[config.mk]
export PLATFORM = sky130hd
export DESIGN_NAME = lif_front
export DESIGN_NICKNAME = d
export VERILOG_FILES = /design/src/hw/rtl/lif_pkg.sv /design/src/hw/rtl/lif_front.sv
export SDC_FILE = /design/constraint.sdc
export NUM_CORES = 1
export LEC_CHECK = 0
export BUFFER_PORTS_ARGS = -buffer_cell sky130_fd_sc_hd__buf_4
export CAP_MARGIN = 20
export CORE_ASPECT_RATIO = 0.6
export CORE_UTILIZATION = 61
export DETAILED_ROUTE_END_ITERATION = 7
export HOLD_SLACK_MARGIN = 0.15
export PLACE_DENSITY = 0.84
export SYNTH_ARGS = -nofsm -noshare
export SYNTH_HDL_FRONTEND = slang
export SYNTH_SLANG_ARGS = --single-unit
[constraint.sdc]
create_clock -name clock -period 4.4 [get_ports clock]
set_input_delay 0.44 -clock clock [delete_from_list [all_inputs] [get_ports clock]]
set_output_delay 0.44 -clock clock [all_outputs]
set_load 0.03 [all_outputs]
[src/hw/rtl/lif_pkg.sv]
package lif_pkg;

   // Configuration register indexes
   localparam logic [2:0] CSR_DECAY_GAIN       = 3'd0;
   localparam logic [2:0] CSR_CURRENT_GAIN     = 3'd1;
   localparam logic [2:0] CSR_DRIVE_OFFSET     = 3'd2;
   localparam logic [2:0] CSR_FIRE_THRESHOLD   = 3'd3;
   localparam logic [2:0] CSR_REFRACTORY_TICKS = 3'd4;
   localparam logic [2:0] CSR_ID_OFFSET        = 3'd5;

   localparam int CSR_INDEX_W = 3;
   localparam int CSR_DATA_W  = 32;

   // Decoupling queue between front and back
   localparam int QDEPTH = 4;
   localparam int QPTR_W = 2;
   localparam int QCNT_W = 3;

   // Q16.16 rounding: half an LSB of the result, in the Q32.32 product
   localparam logic signed [63:0] ROUND_HALF = 64'sd32768;

   typedef struct packed {
      logic        [11:0] neuron_index;
      logic signed [31:0] syn_current;
   } req_type;

   typedef struct packed {
      logic               spiked;
      logic        [23:0] spike_id;
      logic signed [31:0] membrane_out;
      logic        [6:0]  refractory_left;
   } rsp_type;

   typedef struct packed {
      logic signed [31:0] decay_gain;
      logic signed [31:0] current_gain;
      logic signed [31:0] drive_offset;
      logic signed [31:0] fire_threshold;
      logic        [6:0]  refractory_ticks;
      logic        [23:0] id_offset;
   } cfg_type;

   // One queued beat, already classified
   typedef struct packed {
      logic        [11:0] idx;
      logic signed [31:0] cur;
      logic               oob;
   } qent_type;

   typedef struct packed {
      logic     valid;
      qent_type ent;
   } qhead_type;

   // Back-to-front control
   typedef struct packed {
      logic pop;
      logic clearing;
   } bctl_type;

   // Per-neuron state word
   typedef struct packed {
      logic signed [31:0] membrane;
      logic        [6:0]  refr;
   } mem_word_type;

endpackage

[src/hw/rtl/lif_front.sv]
module lif_front #(
   parameter int NEURONS = 4096
) (
   input  logic               clock,
   input  logic               reset,
   input  logic               start,
   output logic               busy,
   input  lif_pkg::req_type   req_data,
   input  lif_pkg::bctl_type  bctl,
   output lif_pkg::qhead_type qhead
);

   lif_pkg::qent_type               entries_ff [lif_pkg::QDEPTH];
   logic [lif_pkg::QPTR_W-1:0]      wr_ptr_ff;
   logic [lif_pkg::QPTR_W-1:0]      rd_ptr_ff;
   logic [lif_pkg::QCNT_W-1:0]      count_ff;
   logic [lif_pkg::QCNT_W-1:0]      count_in;
   logic                            push;
   logic                            pop;
   lif_pkg::qent_type               ent_in;

   // Busy while the state memory is cleared or the queue is full
   assign busy = bctl.clearing || (count_ff == lif_pkg::QCNT_W'(lif_pkg::QDEPTH));
   assign push = start && !busy;
   assign pop  = bctl.pop;

   // Classify: flag indexes past the neuron array
   always_comb begin
      ent_in.idx = req_data.neuron_index;
      ent_in.cur = req_data.syn_current;
      ent_in.oob = (32'(req_data.neuron_index) >= 32'(NEURONS));
   end

   always_comb begin
      count_in = count_ff;
      if (push && !pop) begin
         count_in = count_ff + 1'b1;
      end else if (pop && !push) begin
         count_in = count_ff - 1'b1;
      end
   end

   always_ff @(posedge clock) begin
      if (reset) begin
         wr_ptr_ff <= '0;
         rd_ptr_ff <= '0;
         count_ff  <= '0;
      end else begin
         count_ff <= count_in;
         if (push) begin
            wr_ptr_ff <= wr_ptr_ff + 1'b1;
         end
         if (pop) begin
            rd_ptr_ff <= rd_ptr_ff + 1'b1;
         end
      end
   end

   // Queue payload
   always_ff @(posedge clock) begin
      if (push) begin
         entries_ff[wr_ptr_ff] <= ent_in;
      end
   end

   assign qhead.valid = (count_ff != '0);
   assign qhead.ent   = entries_ff[rd_ptr_ff];

endmodule

==> run summary <==
status = finished with violations
failing checks = DRC
Mapped Cells = 281
clock-pin slew on the worst setup and hold paths = 0.07 ns
fin crit share = 60.5%
Final Setup Violations = 0
RSZ-0062 raised after global routing = false
Distinct cells, synth = 27
maximum VDD drop = 0.234 mV
CTS H-tree lvls = 4
Die Wd = 139 um
GRT overflow = 0
placed cells = 502
CTS root buffer = clkbuf_16
DRC Markers = 7
Min-Delay Path Class = in2reg
antenna violations before repair = 0
final hold viol count = 0
Worst Path Required = 3.96 ns
Worst-Margin Slew = 0.864 ns
Placement Rows = 29
LEAKAGE = 2.86 nW
Non-Filler Instances = 539
vias in the first global route = 3306
Yosys warning count = 0
post-detail-place hpwl = 6840 um
Setup Skew = 0.0102 ns
antenna cells = 0
critical path's slowest cell = dfxtp_4
Setup WS post-layout = 1.74 ns
TritonRoute pass-1 iters = 7
Multi-input gate area = 1280 um^2
clock sink count = 185
Critical Path AT = 2.22 ns
number of synthesized flops with an enable pin = 176
sequential cell area fraction in the yosys report = 79.4%
syn_area_per_cell = 24.5 um^2
Slew Viols, Final = 0
post-synthesis compound-gate area fraction = 0.382%
Final ANT Viol Nets = 0
Vias per Instance = 5.98
largest net degree at the start of global routing = 45
final wirelength = 12300 um
syn nets = 336
worst path bufs/invs = 1
Seq cells post-synth = 185
Adder-Cell Fraction of Synth Area = 1.20%
Die Area = 11700 um^2
largest family of logic cells by synthesized area = multiplexers
critical path startpoint category = flop
CTS tree = done
XOR/XNOR Fraction of Synth Area = 0.509%
fill cell count = 546
GRT Util Overall = 22.8%
Die H = 84.3 um
post-synthesis mux area share = 15.1%
Place WS = 2.00 ns
sum of negative setup slack = 0 ns
Seq. cell area = 5470 um^2
Worst path top cell family by delay = flip-flops
Initial Util = 63.9%
crit path cell chain = mux4_1 -> buf_4
Core Box Area = 10800 um^2
Final min period = 2.66 ns
Top Ports = 96
wire per inst = 22.8 um
Skew-Pair Late Insertion Delay = 0.42 ns
Worst slew margin = 42.4%
DR iter-0 viols = 317
Largest stage delay, worst path = 0.90 ns
Synth Area in Simple Gates = 1.31%
critical setup path kind = reg2out
hold-fix buffers at CTS = 0
Final Wtd Congestion = 0.729
Post-CTS Resized = 0
P per Cell Area = 487 nW/um^2
layout cells sized above 1 = 44.8%
Area growth, synth to finish = 21.5%
clock buffer count from CTS = 17
Top FF cell, synth = edfxtp_1
first-pass GRT wire length = 18600 um
setup bufs post-CTS = 0
Layout Nets = 442
max_cap viols = 0
Port Buf Inserts = 94
via count = 3225
Netlist Area Pre-Place = 6880 um^2
Worst Setup End Kind = output pin
commonest non-fill, non-tap cells in the layout = 176 x edfxtp_1, 94 x buf_4, 40 x mux4_2
Clock Path Buffers = 2
most common library cell in the layout ignoring fill and taps = edfxtp_1
ys async rst share = 0%
Tot Pwr = 4.07 mW
fmax = 0.376 GHz
critical path fanouts, max = 44
[sequential cells by signal, summed over array words and instances, names as in the netlist, named ones only]
register / flops
count_ff: 3
entries_ff: 176
rd_ptr_ff: 2
wr_ptr_ff: 2
[cell families after synthesis]
| group | after synthesis |
|---|---|
| AOI/OAI and AO/OA | 4 |
| DFF | 185 |
| xor gates and xnor gates | 4 |
| adders and majority gates | 6 |
| muxes | 47 |
| and+or+nand+nor | 18 |
| other | 1 |
| buffers and inverters | 16 |
[routing by layer]
layer / track usage [%] / up-vias / part of all wire (%)
met5: 0 / - / 0
met4: 9.19 / 0 / 0.92
met3: 7.02 / 10 / 7.8
met2: 35.2 / 164 / 49
met1: 31.1 / 1664 / 42
li1: - / 1387 / -
[final cells by class]
| class | instances | share of cell area [%] |
|---|---|---|
| Inverter | 4 | 0.180 |
| Clock buffer | 17 | 5.09 |
| Sequential cell | 185 | 65.4 |
| Tap cell | 139 | 2.08 |
| Clock inverter | 15 | 2.20 |
| Timing Repair Buffer | 99 | 9.73 |
| Multi-Input combinational cell | 80 | 15.3 |
[worst paths after layout]
kind | from | to | slack, ns | depth (start not counted)
setup reg to reg | count_ff[1] | count_ff[2] | 2.14 | 8
hold / removal | req_data[9] | entries_ff[0][9] | 0.21 | 1
setup / recovery | flop | qhead[44] | 1.74 | 2
hold reg to reg | wr_ptr_ff[1] | wr_ptr_ff[1] | 0.52 | 2
[metrics by stage]
stage          hold WS (ns)  cell area [um^2]  utilization (%)
2_1_floorplan         0.482              6880                -
3_3_place_gp          0.507              7640             70.9
3_5_place_dp          0.515              7640             70.9
4_1_cts               0.193              8250             76.6
5_1_grt               0.194              8360             77.6
6_report              0.211              8360             77.6
[where the power goes]
group	internal (mW)	total (mW)	switching, mW
clock network	0.863	1.54	0.672
logic	0.219	0.494	0.275
registers	1.99	2.04	0.0490
total	3.07	4.07	0.996
[synth_stat cells, drive strengths merged, types with 2 or more instances]
master / n / area share [%]
clkbuf: 2 / 0.13
edfxtp: 176 / 77
and2: 4 / 0.36
mux2i: 2 / 0.29
mux4: 44 / 15
buf: 10 / 1.7
ha: 5 / 0.91
inv: 4 / 0.22
a21oi: 2 / 0.20
nand2b: 3 / 0.27
or3: 2 / 0.18
nor2: 8 / 0.44
xor2: 3 / 0.38
dfxtp: 9 / 2.6
No activity file was read; power rests on OpenSTA's default activity.
